==> src/rtl/tbrl_pkg.sv <==
package tbrl_pkg;

   localparam int RATE_BITS    = 40;
   localparam int TOK_BITS     = RATE_BITS - 1;
   localparam int TIME_BITS    = 48;
   localparam int BYTES_BITS   = 40;
   localparam int LEVEL_BITS   = 39;
   localparam int ELAPSED_BITS = 9;
   localparam int BUCKET_MS    = 500;
   localparam int MS_PER_S     = 1000;
   localparam int PROD_BITS    = RATE_BITS + ELAPSED_BITS;
   localparam int DIG_BITS     = 7;
   localparam int NUM_DIGITS   = (PROD_BITS + DIG_BITS - 1) / DIG_BITS;
   localparam int WORK_BITS    = NUM_DIGITS * DIG_BITS;
   localparam int REM_BITS     = 10;
   localparam int MQ_DEPTH     = 16;
   localparam int OQ_DEPTH     = 2;

   typedef enum logic [2:0] {
      ST_IDLE  = 3'd0,
      ST_WAIT  = 3'd1,
      ST_OK    = 3'd2,
      ST_ABORT = 3'd3,
      ST_BUSY  = 3'd4
   } status_type;

   typedef struct packed {
      logic                  req_type;
      logic [TIME_BITS-1:0]  now_ms;
      logic [BYTES_BITS-1:0] request_bytes;
      logic                  cancel;
      logic                  pause;
   } tbrl_req_type;

   typedef struct packed {
      status_type            status;
      logic [BYTES_BITS-1:0] granted_bytes;
      logic [BYTES_BITS-1:0] bytes_left;
      logic [LEVEL_BITS-1:0] token_level;
   } tbrl_rsp_type;

   typedef struct packed {
      logic                  acquire;
      logic                  stop;
      logic [BYTES_BITS-1:0] request_bytes;
      logic                  refill;
   } tbrl_meta_type;

   typedef struct packed {
      tbrl_meta_type           meta;
      logic [ELAPSED_BITS-1:0] elapsed;
      logic [WORK_BITS-1:0]    work;
      logic [REM_BITS-1:0]     rem;
   } tbrl_stage_type;

   typedef struct packed {
      tbrl_meta_type        meta;
      logic [TOK_BITS-1:0]  add;
   } tbrl_item_type;

endpackage

==> src/rtl/token_bucket_rate_limiter_unit.sv <==
// Byte-rate token bucket. Push tick items (req_type 0, millisecond timestamp) and acquire items
// (req_type 1, byte count); every accepted item gives exactly one result, in order. A tick adds
// rate*elapsed/1000 tokens, elapsed capped at 500 ms, and the bucket holds at most half a second
// of tokens; one acquire may be outstanding and each later step grants it what the bucket holds.
// The block takes one item per clock and delivers one result per clock while rsp_pop keeps up.
// An item passes through the front pipeline stages (elapsed time, one rate multiply, then the
// divide by one thousand at one 7-bit quotient digit per stage), waits in a 16-entry queue, and
// is applied to the bucket as it leaves that queue before landing in a two-entry result queue;
// req_full rises once sixteen items are between the input and the back end. Write csr_wdata
// (rate in bytes per second, zero for no limit) only while no item is in flight.
module token_bucket_rate_limiter_unit (
   input  logic                           clock,
   input  logic                           reset,
   input  logic                           req_push,
   output logic                           req_full,
   input  tbrl_pkg::tbrl_req_type         req_data,
   output logic                           rsp_empty,
   input  logic                           rsp_pop,
   output tbrl_pkg::tbrl_rsp_type         rsp_data,
   input  logic                           csr_we,
   input  logic [tbrl_pkg::RATE_BITS-1:0] csr_wdata
);

   import tbrl_pkg::*;

   logic [RATE_BITS-1:0] rate_ff, rate_in;
   logic                 item_push;
   tbrl_item_type        item_wdata;
   tbrl_item_type        item_rdata;
   logic                 item_empty;
   logic                 item_pop;
   logic                 out_push;
   logic                 out_full;
   tbrl_rsp_type         out_data;

   assign rate_in = csr_we ? csr_wdata : rate_ff;

   always_ff @(posedge clock) begin
      if (reset) begin
         rate_ff <= '0;
      end else begin
         rate_ff <= rate_in;
      end
   end

   tbrl_front u_front (
      .clock     (clock),
      .reset     (reset),
      .req_push  (req_push),
      .req_full  (req_full),
      .req_data  (req_data),
      .rate      (rate_ff),
      .deq       (item_pop),
      .item_push (item_push),
      .item_data (item_wdata)
   );

   tbrl_queue #(
      .WIDTH ($bits(tbrl_item_type)),
      .DEPTH (MQ_DEPTH)
   ) u_item_queue (
      .clock (clock),
      .reset (reset),
      .push  (item_push),
      .wdata (item_wdata),
      .pop   (item_pop),
      .rdata (item_rdata),
      .empty (item_empty),
      .full  ()
   );

   tbrl_back u_back (
      .clock      (clock),
      .reset      (reset),
      .rate       (rate_ff),
      .item_empty (item_empty),
      .item_data  (item_rdata),
      .item_pop   (item_pop),
      .out_full   (out_full),
      .out_push   (out_push),
      .out_data   (out_data)
   );

   tbrl_queue #(
      .WIDTH ($bits(tbrl_rsp_type)),
      .DEPTH (OQ_DEPTH)
   ) u_rsp_queue (
      .clock (clock),
      .reset (reset),
      .push  (out_push),
      .wdata (out_data),
      .pop   (rsp_pop),
      .rdata (rsp_data),
      .empty (rsp_empty),
      .full  (out_full)
   );

endmodule

==> src/rtl/tbrl_queue.sv <==
module tbrl_queue #(
   parameter int WIDTH = 8,
   parameter int DEPTH = 2
) (
   input  logic             clock,
   input  logic             reset,
   input  logic             push,
   input  logic [WIDTH-1:0] wdata,
   input  logic             pop,
   output logic [WIDTH-1:0] rdata,
   output logic             empty,
   output logic             full
);

   localparam int PTR_BITS = (DEPTH > 1) ? $clog2(DEPTH) : 1;
   localparam int CNT_BITS = $clog2(DEPTH + 1);

   logic [WIDTH-1:0]    mem_ff [DEPTH];
   logic [PTR_BITS-1:0] wr_ptr_ff, wr_ptr_in;
   logic [PTR_BITS-1:0] rd_ptr_ff, rd_ptr_in;
   logic [CNT_BITS-1:0] cnt_ff, cnt_in;
   logic                do_push, do_pop;

   assign empty   = (cnt_ff == '0);
   assign full    = (cnt_ff == CNT_BITS'(DEPTH));
   assign do_push = push && !full;
   assign do_pop  = pop && !empty;
   assign rdata   = mem_ff[rd_ptr_ff];

   always_comb begin
      wr_ptr_in = wr_ptr_ff;
      rd_ptr_in = rd_ptr_ff;
      cnt_in    = cnt_ff;
      if (do_push) begin
         wr_ptr_in = (wr_ptr_ff == PTR_BITS'(DEPTH - 1)) ? '0 : wr_ptr_ff + 1'b1;
      end
      if (do_pop) begin
         rd_ptr_in = (rd_ptr_ff == PTR_BITS'(DEPTH - 1)) ? '0 : rd_ptr_ff + 1'b1;
      end
      case ({do_push, do_pop})
         2'b10:   cnt_in = cnt_ff + 1'b1;
         2'b01:   cnt_in = cnt_ff - 1'b1;
         default: cnt_in = cnt_ff;
      endcase
   end

   always_ff @(posedge clock) begin
      if (reset) begin
         wr_ptr_ff <= '0;
         rd_ptr_ff <= '0;
         cnt_ff    <= '0;
      end else begin
         wr_ptr_ff <= wr_ptr_in;
         rd_ptr_ff <= rd_ptr_in;
         cnt_ff    <= cnt_in;
      end
   end

   always_ff @(posedge clock) begin
      if (do_push) begin
         mem_ff[wr_ptr_ff] <= wdata;
      end
   end

endmodule

==> src/rtl/tbrl_front.sv <==
module tbrl_front (
   input  logic                           clock,
   input  logic                           reset,
   input  logic                           req_push,
   output logic                           req_full,
   input  tbrl_pkg::tbrl_req_type         req_data,
   input  logic [tbrl_pkg::RATE_BITS-1:0] rate,
   input  logic                           deq,
   output logic                           item_push,
   output tbrl_pkg::tbrl_item_type        item_data
);

   import tbrl_pkg::*;

   localparam int NUM_STAGES = NUM_DIGITS + 2;
   localparam int LAST       = NUM_STAGES - 1;
   localparam int CNT_BITS   = $clog2(MQ_DEPTH + 1);
   localparam int V_BITS     = REM_BITS + DIG_BITS;

   logic                  accept;
   logic                  started_ff, started_in;
   logic [TIME_BITS-1:0]  last_ff, last_in;
   logic [TIME_BITS-1:0]  elapsed_full;
   logic [CNT_BITS-1:0]   used_ff, used_in;
   logic [NUM_STAGES-1:0] vld_ff, vld_in;
   tbrl_stage_type        st_ff [NUM_STAGES];
   tbrl_stage_type        st_in [NUM_STAGES];
   tbrl_stage_type        head;

   // one quotient digit of the divide by one thousand
   function automatic tbrl_stage_type div_step(input tbrl_stage_type s);
      logic [V_BITS-1:0]   v;
      logic [DIG_BITS-1:0] q;
      tbrl_stage_type      r;
      r = s;
      v = {s.rem, s.work[WORK_BITS-1 -: DIG_BITS]};
      q = '0;
      for (int i = DIG_BITS - 1; i >= 0; i--) begin
         if (v >= (V_BITS'(MS_PER_S) << i)) begin
            v    = v - (V_BITS'(MS_PER_S) << i);
            q[i] = 1'b1;
         end
      end
      r.rem  = v[REM_BITS-1:0];
      r.work = {s.work[WORK_BITS-DIG_BITS-1:0], q};
      return r;
   endfunction

   assign accept       = req_push && !req_full;
   assign req_full     = (used_ff == CNT_BITS'(MQ_DEPTH));
   assign elapsed_full = req_data.now_ms - last_ff;

   // refill timing lives here, so only the token arithmetic is left to the back end
   always_comb begin
      started_in              = started_ff;
      last_in                 = last_ff;
      head.meta.acquire       = req_data.req_type;
      head.meta.stop          = req_data.cancel | req_data.pause;
      head.meta.request_bytes = req_data.request_bytes;
      head.meta.refill        = 1'b0;
      head.elapsed            = '0;
      head.work               = '0;
      head.rem                = '0;
      if (accept && !req_data.req_type && (rate != '0)) begin
         if (!started_ff) begin
            started_in = 1'b1;
            last_in    = req_data.now_ms;
         end else if (elapsed_full != '0) begin
            last_in          = req_data.now_ms;
            head.meta.refill = 1'b1;
            head.elapsed     = (elapsed_full > TIME_BITS'(BUCKET_MS)) ?
                               ELAPSED_BITS'(BUCKET_MS) : elapsed_full[ELAPSED_BITS-1:0];
         end
      end
   end

   always_comb begin
      vld_in   = {vld_ff[NUM_STAGES-2:0], accept};
      st_in[0] = head;
      st_in[1] = st_ff[0];
      st_in[1].work = {{(WORK_BITS - RATE_BITS){1'b0}}, rate} *
                      {{(WORK_BITS - ELAPSED_BITS){1'b0}}, st_ff[0].elapsed};
      st_in[1].rem  = '0;
      for (int k = 2; k < NUM_STAGES; k++) begin
         st_in[k] = div_step(st_ff[k-1]);
      end
   end

   // credit count covers the pipeline and the queue behind it
   always_comb begin
      case ({accept, deq})
         2'b10:   used_in = used_ff + 1'b1;
         2'b01:   used_in = used_ff - 1'b1;
         default: used_in = used_ff;
      endcase
   end

   assign item_push      = vld_ff[LAST];
   assign item_data.meta = st_ff[LAST].meta;
   assign item_data.add  = st_ff[LAST].work[TOK_BITS-1:0];

   always_ff @(posedge clock) begin
      if (reset) begin
         started_ff <= 1'b0;
         last_ff    <= '0;
         used_ff    <= '0;
         vld_ff     <= '0;
      end else begin
         started_ff <= started_in;
         last_ff    <= last_in;
         used_ff    <= used_in;
         vld_ff     <= vld_in;
      end
   end

   always_ff @(posedge clock) begin
      for (int k = 0; k < NUM_STAGES; k++) begin
         st_ff[k] <= st_in[k];
      end
   end

endmodule

==> src/rtl/tbrl_back.sv <==
module tbrl_back (
   input  logic                           clock,
   input  logic                           reset,
   input  logic [tbrl_pkg::RATE_BITS-1:0] rate,
   input  logic                           item_empty,
   input  tbrl_pkg::tbrl_item_type        item_data,
   output logic                           item_pop,
   input  logic                           out_full,
   output logic                           out_push,
   output tbrl_pkg::tbrl_rsp_type         out_data
);

   import tbrl_pkg::*;

   logic                  fire;
   logic                  rate_zero;
   logic [TOK_BITS-1:0]   cap;
   logic [TOK_BITS:0]     sum;
   logic [TOK_BITS-1:0]   refilled;
   logic [TOK_BITS-1:0]   avail;
   logic [BYTES_BITS-1:0] need;
   logic [BYTES_BITS-1:0] take;
   logic [BYTES_BITS-1:0] left_after;
   logic [TOK_BITS-1:0]   tok_after;
   logic [TOK_BITS-1:0]   tokens_ff, tokens_in;
   logic [BYTES_BITS-1:0] remaining_ff, remaining_in;
   logic                  pending_ff, pending_in;

   assign fire     = !item_empty && !out_full;
   assign item_pop = fire;
   assign out_push = fire;

   assign rate_zero = (rate == '0);
   // half a second of tokens, never below one
   assign cap = (rate[RATE_BITS-1:1] == '0) ? TOK_BITS'(1) : rate[RATE_BITS-1:1];
   assign sum = {1'b0, tokens_ff} + {1'b0, item_data.add};
   assign refilled = !item_data.meta.refill ? tokens_ff :
                     (sum > {1'b0, cap}) ? cap : sum[TOK_BITS-1:0];

   assign avail = item_data.meta.acquire ? tokens_ff : refilled;
   assign need  = item_data.meta.acquire ? item_data.meta.request_bytes : remaining_ff;
   assign take  = ({1'b0, avail} < need) ? {1'b0, avail} : need;
   assign left_after = need - take;
   assign tok_after  = avail - take[TOK_BITS-1:0];

   always_comb begin
      tokens_in              = tokens_ff;
      remaining_in           = remaining_ff;
      pending_in             = pending_ff;
      out_data.status        = ST_IDLE;
      out_data.granted_bytes = '0;
      out_data.bytes_left    = '0;
      if (!item_data.meta.acquire) begin
         tokens_in = refilled;
         if (pending_ff) begin
            if (rate_zero) begin
               out_data.status        = ST_OK;
               out_data.granted_bytes = remaining_ff;
               remaining_in           = '0;
               pending_in             = 1'b0;
            end else if (item_data.meta.stop) begin
               out_data.status     = ST_ABORT;
               out_data.bytes_left = remaining_ff;
               remaining_in        = '0;
               pending_in          = 1'b0;
            end else begin
               tokens_in              = tok_after;
               remaining_in           = left_after;
               out_data.granted_bytes = take;
               out_data.bytes_left    = left_after;
               pending_in             = (left_after != '0);
               out_data.status        = (left_after == '0) ? ST_OK : ST_WAIT;
            end
         end
      end else if (pending_ff) begin
         out_data.status     = ST_BUSY;
         out_data.bytes_left = remaining_ff;
      end else if (rate_zero) begin
         out_data.status        = ST_OK;
         out_data.granted_bytes = item_data.meta.request_bytes;
      end else if (item_data.meta.request_bytes == '0) begin
         out_data.status = ST_OK;
      end else if (item_data.meta.stop) begin
         out_data.status     = ST_ABORT;
         out_data.bytes_left = item_data.meta.request_bytes;
      end else begin
         tokens_in              = tok_after;
         remaining_in           = left_after;
         out_data.granted_bytes = take;
         out_data.bytes_left    = left_after;
         pending_in             = (left_after != '0);
         out_data.status        = (left_after == '0) ? ST_OK : ST_WAIT;
      end
      out_data.token_level = LEVEL_BITS'(tokens_in);
   end

   always_ff @(posedge clock) begin
      if (reset) begin
         tokens_ff    <= '0;
         remaining_ff <= '0;
         pending_ff   <= 1'b0;
      end else if (fire) begin
         tokens_ff    <= tokens_in;
         remaining_ff <= remaining_in;
         pending_ff   <= pending_in;
      end
   end

endmodule

==> config.mk <==
export PLATFORM = sky130hd
export DESIGN_NAME = token_bucket_rate_limiter_unit
export DESIGN_NICKNAME = d
export VERILOG_FILES = /design/src/rtl/tbrl_pkg.sv /design/src/rtl/token_bucket_rate_limiter_unit.sv /design/src/rtl/tbrl_queue.sv /design/src/rtl/tbrl_front.sv /design/src/rtl/tbrl_back.sv
export SDC_FILE = /design/constraint.sdc
export NUM_CORES = 2
export LEC_CHECK = 0
export ABC_AREA = 1
export BUFFER_PORTS_ARGS = -buffer_cell sky130_fd_sc_hd__buf_2
export CORE_ASPECT_RATIO = 1.25
export CORE_MARGIN = 2
export CORE_UTILIZATION = 63
export CTS_CLUSTER_DIAMETER = 30
export DETAILED_ROUTE_END_ITERATION = 6
export PLACE_DENSITY = 0.8
export SYNTH_ARGS = -nofsm -noshare
export SYNTH_HDL_FRONTEND = slang
export SYNTH_HIERARCHICAL = 1
export SYNTH_SLANG_ARGS = --single-unit
==> constraint.sdc <==
create_clock -name clock -period 12.1 [get_ports clock]
set_input_delay 0.605 -clock clock [delete_from_list [all_inputs] [get_ports clock]]
set_output_delay 0.605 -clock clock [all_outputs]
set_load 0.005 [all_outputs]
## Yosys cells after proc, flatten, opt, wreduce, memory -nomap -nowiden

Memory sizes are Yosys's and may differ from the RTL's. A register that Yosys moved wholly into a read port is not among the register bits.
Index checks and enable logic that the tools add are counted.

| storage, ports and cells | value |
|---|---|
| input port bits | 136 |
| memories kept | 3 |
| RAM bits | 2,555 |
| word-level logic and storage cells | 341 |
| register bits after elaboration | 200 |

Memory list:

| memory | words | bits a word | read ports | clocked after Yosys merged registers in | write ports | RTL line | source |
|---|---|---|---|---|---|---|---|
| u_item_queue.mem_ff | 16 | 82 | 1 | 1 | 1 | tbrl_queue.sv:18 | `logic [WIDTH-1:0] mem_ff [DEPTH];` |
| u_front.st_ff | 9 | 111 | 9 | 0 | 9 | tbrl_front.sv:26 | `tbrl_stage_type st_ff [NUM_STAGES];` |
| u_rsp_queue.mem_ff | 2 | 122 | 1 | 1 | 1 | tbrl_queue.sv:18 |  |

| operators by class | value |
|---|---|
| add/sub/neg operators | 63 |
| $lt $le $gt $ge | 52 |
| equality and inequality tests | 15 |
| multipliers | 1 |
| reductions and logical operators | 29 |
| multiplexer cells | 163 |
| bitwise gates (word level) | 1 |

Operator list:

| kind | number |
|---|---|
| 17-bit 2-to-1 mux | 42 |
| 40-bit 2-to-1 mux | 16 |
| 39-bit 2-to-1 mux | 12 |
| 83-bit 2-to-1 mux | 2 |
| 40-bit logical NOT | 3 |
| 17-bit by 10-bit greater-or-equal comparator with 1-bit output, second input constant | 7 |
| 17-bit by 11-bit greater-or-equal comparator with 1-bit output, second input constant | 7 |
| 17-bit by 12-bit greater-or-equal comparator with 1-bit output, second input constant | 7 |
| 17-bit by 13-bit greater-or-equal comparator with 1-bit output, second input constant | 7 |
| 17-bit by 14-bit greater-or-equal comparator with 1-bit output, second input constant | 7 |
| 17-bit by 15-bit greater-or-equal comparator with 1-bit output, second input constant | 7 |
| 17-bit by 16-bit greater-or-equal comparator with 1-bit output, second input constant | 7 |
| 17-bit by 11-bit subtractor with 17-bit output, second input constant | 7 |
| 17-bit by 12-bit subtractor with 17-bit output, second input constant | 7 |
| 17-bit by 13-bit subtractor with 17-bit output, second input constant | 7 |
| 17-bit by 14-bit subtractor with 17-bit output, second input constant | 7 |
| 17-bit by 15-bit subtractor with 17-bit output, second input constant | 7 |
| 17-bit by 16-bit subtractor with 17-bit output, second input constant | 7 |
| 10-bit 2-to-1 mux | 10 |
| 48-bit 2-to-1 mux | 2 |
| 43-bit 2-to-1 mux | 2 |
| 80-bit 2-to-1 mux | 1 |
| 40-bit nonzero test | 2 |
| 10-bit subtractor, second input constant | 7 |
| 37 further kinds | 134 |

## Depth between registers and ports, before layout

| depth | value |
|---|---|
| depth in word-level cells | 16 |
| gate-level depth with buffers | 79 |
| mapped depth without buffers | 73 |

## Hierarchy

Netlist, hierarchy kept.

By module, submodules not included:

| module | area each (µm²) | instances | seq. area each (µm²) | cells an instance |
|---|---|---|---|---|
| tbrl_queue at u_item_queue | 54,383.4 | 1 | 39,738.1 | 4,272 |
| tbrl_front | 44,104.8 | 1 | 16,836.1 | 5,466 |
| tbrl_back | 17,254.0 | 1 | 1,601.5 | 2,964 |
| tbrl_queue at u_rsp_queue | 9,382.7 | 1 | 7,427.1 | 420 |
| token_bucket_rate_limiter_unit | 1,661.6 | 1 | 800.8 | 254 |

## Worst setup path before layout

OpenSTA, ideal clock, no wires.

| path | value |
|---|---|
| path type | register -> register |
| from | register with a tool-made name |
| to | memory u_rsp_queue/mem_ff[0][119] (netlist bit), data pin |
| arrival | 9.393 ns |
| cell stages (with the launch flop) | 73 |
| required time | 11.842 ns |
| slack | 2.449 ns |
| cells stage by stage | dfxtp_1 buf_6 buf_6 buf_8 buf_6 buf_6 a21oi_1 o21ai_1 nand3_1 nand3_1 nand2_1 ha_1 inv_1 fa_1 inv_1 nand3_1 nand2_1 a21oi_2 [... 37 more ...] fa_1 nand3b_1 nand2_1 a21oi_1 o21ai_1 a21oi_1 o21ai_1 inv_1 o21ai_1 nand2_1 nand2_1 xor2_1 nor4_1 nand4_1 nor2_1 nand3_1 o21ai_0 inv_1 |

RTL lines:

| what | RTL line |
|---|---|
| end: declaration | tbrl_queue.sv:18 |

==> flow_summary_export.csv <==
group,metric,value,unit
worst_setup_path,critPathMaxStageDelay,0.61,ns
clock_network,root_buffer,"clkbuf_16",
floorplanning,die_h,506,microns
placement,io_buffers,259,
timing,max_clock_freq,0.0870,GHz
hold_path,hold_path.class,"input port to register",
finish,nNetsFinal,14500,
worst_setup_path,crit_path_frequent_cell,"nand2_1",
clock_network,cts_made_buffers,387,
floorplanning,core-area,201000,sq um
worst_setup_path,crit_fanout,30,
clock_network,clk_path_buf_depth,4,
run_status,status,"completed",
worst_setup_path,endpoint_kind,"register",
placement,dp_slack,0.535,ns
worst_setup_path,r2r_cells,59,
yosys,synth_warnings,6,
clock_network,clk_pin_slew,0.06,ns
worst_setup_path,crit_buf_inv,12,
placement,dpl.hpwl,243000,microns
timing,maxSlewHeadroom,0.172,
timing,worstMarginPinSlew,1.24,ns
routing,ant_nets,0,
finish,drive_above_1_share,0.125,
timing,rsz0062_at_grt,"no",
timing,report.final.slew_viol_count,0,
global_routing,grt_use_met1,0.426,
floorplanning,start_util,0.632,
floorplanning,die-area,205000,sq um
finish,area_growth,14.1,%
hold_path,holdPathStages,5,
floorplanning,die_x,405,microns
routing,firstDrtPassIters,7,
routing,vias_per_cell,5.92,
worst_setup_path,worst_path_max_delay_cell,"clkinv_2",
global_routing,gr-usage-met2,0.610,
timing,setup_tns,0,ns
global_routing,grt_pass1_wl,570000,microns
placement,dp_cells,15900,
routing,drc,0,
floorplanning,ios,260,
global_routing,grt.busiest_layer,"met2",
timing,setup_viol,0,
worst_setup_path,cp-start-kind,"register",
global_routing,grt_max_degree,117,
worst_setup_path,r2r_slack,0.61,ns
routing,drt_wl_total,379000,microns
yosys,syn_nets,14100,
clock_network,h-tree-depth,5,
worst_setup_path,r2r_end,"u_rsp_queue/mem_ff[1][77]",
floorplanning,rows,184,
clock_network,clock-sinks,2539,
hold_path,hp-start,"csr_wdata[32]",
timing,finalCritPeriodShare,0.950,
clock_network,cts_tree,"yes",
global_routing,grt_overflow,0,
hold_path,min_to,"rate_ff[32]",
routing,wl_per_cell,22.6,microns
timing,fin_crit,11.49,ns
worst_setup_path,required,12.73,ns
global_routing,grt_usage,0.364,
placement,gp_congestion,1.00,
worst_setup_path,critical_path_arrival,12.12,ns
worst_setup_path,path_delay_family,"compound AO/OA/AOI/OAI gates",
timing,finalHoldViolCount,0,
job,cap_violations,0,
yosys,postSynthCellCount,13400,
worst_setup_path,setup.worst_path.class,"register to register",
yosys,avgSynthCellArea,9.48,sq um
yosys,synth.cell_area,127000,sq um
routing,drtIter0Drc,10800,
global_routing,grt_pass1_vias,99000,
routing,via_count,99400,
finish,instances_no_fill,16800,
timing,skew,0.118,ns
timing,worst_slack,0.607,ns
clock_network,clkLatencyLatePin,1.02,ns
global_routing,antenna_found_initial,17,
finish,utilization,0.721,
global_routing,use_met3,0.0692,
-- worst reg2reg max path, delay by kind of cell (launching register included) --
family / cells / cell delay [ns]
xor gates and xnor gates: 2 / 0.53
AOI/OAI and AO/OA: 23 / 4.26
adders and majority gates: 4 / 1.51
and+or+nand+nor: 18 / 1.88
buffers and inverters: 12 / 2.60
DFF: 1 / 0.36
-- timing repair --
action                                  4_1_cts  5_1_grt
gates resized for setup                       0       14
hold buffers                                123        0
endpoints found under the hold margin       122        0
endpoints found under the setup margin        0       83
buffers inserted                              0        8
-- cells in the final DEF (no fill, tap or decap), types with 155 or more instances in the layout --
master	instances
nand2_1	2604
inv_1	1917
edfxtp_1	1556
dfxtp_1	976
nand3_1	865
a21oi_1	730
o21ai_0	677
nor2_1	652
clkbuf_16	398
o211ai_1	383
ha_1	348
o21ai_1	279
fa_1	272
buf_2	259
buf_4	247
xor2_1	194
nand4_1	155
-- layout make-up --
cell class | instances | area (sq um)
inverters | 1973 | 7430
clock buffers | 445 | 10300
multi-input cells | 8208 | 49200
flip-flops and latches | 2539 | 66400
repair buffers | 649 | 4760
well taps | 2697 | 3370
fillers | 13600 | 55900
diodes | 6 | 15.0
clock inverters | 256 | 3130
-- how the worst max path moves through the flow --
stage | start | cells after the start | end
after floorplan | register | 72 | u_rsp_queue/mem_ff[0][119]
after global placement | register | 66 | u_rsp_queue/mem_ff[1][77]
after detailed placement | register | 66 | u_rsp_queue/mem_ff[0][77]
after CTS | register | 66 | u_rsp_queue/mem_ff[1][77]
after global routing | register | 66 | u_back/tokens_ff[27]
final | register | 59 | u_rsp_queue/mem_ff[1][77]
-- sequential cells by signal, indices dropped and copies added (netlist names), 2 cells and up, named ones only --
| register | cells |
|---|---|
| u_item_queue/cnt_ff | 5 |
| u_rsp_queue/cnt_ff | 2 |
| u_back/tokens_ff | 39 |
| u_front/used_ff | 5 |
| rate_ff | 40 |
| u_item_queue/rd_ptr_ff | 4 |
| u_item_queue/mem_ff | 1312 |
| u_item_queue/wr_ptr_ff | 4 |
| u_front/vld_ff | 9 |
| u_front/st_ff | 778 |
| u_rsp_queue/mem_ff | 244 |
| u_back/remaining_ff | 40 |
| u_front/last_ff | 48 |
-- through the flow --
| step | instance area, sq um | hold slack (ns) |
|---|---|---|
| final | 145000 | 0.0603 |
| after global routing | 145000 | 0.0664 |
| after CTS | 144000 | 0.000760 |
| after detailed placement | 130000 | 0.312 |
| after global placement | 130000 | 0.310 |
| after floorplan | 127000 | 0.310 |
-- layer usage --
layer / part of all wire / up-vias
met2: 0.48 / 5494
met5: 0.00027 / -
met1: 0.35 / 47100
li1: - / 45500
met4: 0.073 / 14
met3: 0.091 / 1298
Power is left out: the tool's default activity adds up to more than one toggle a clock period on the data nets, which glitch-free logic cannot reach.
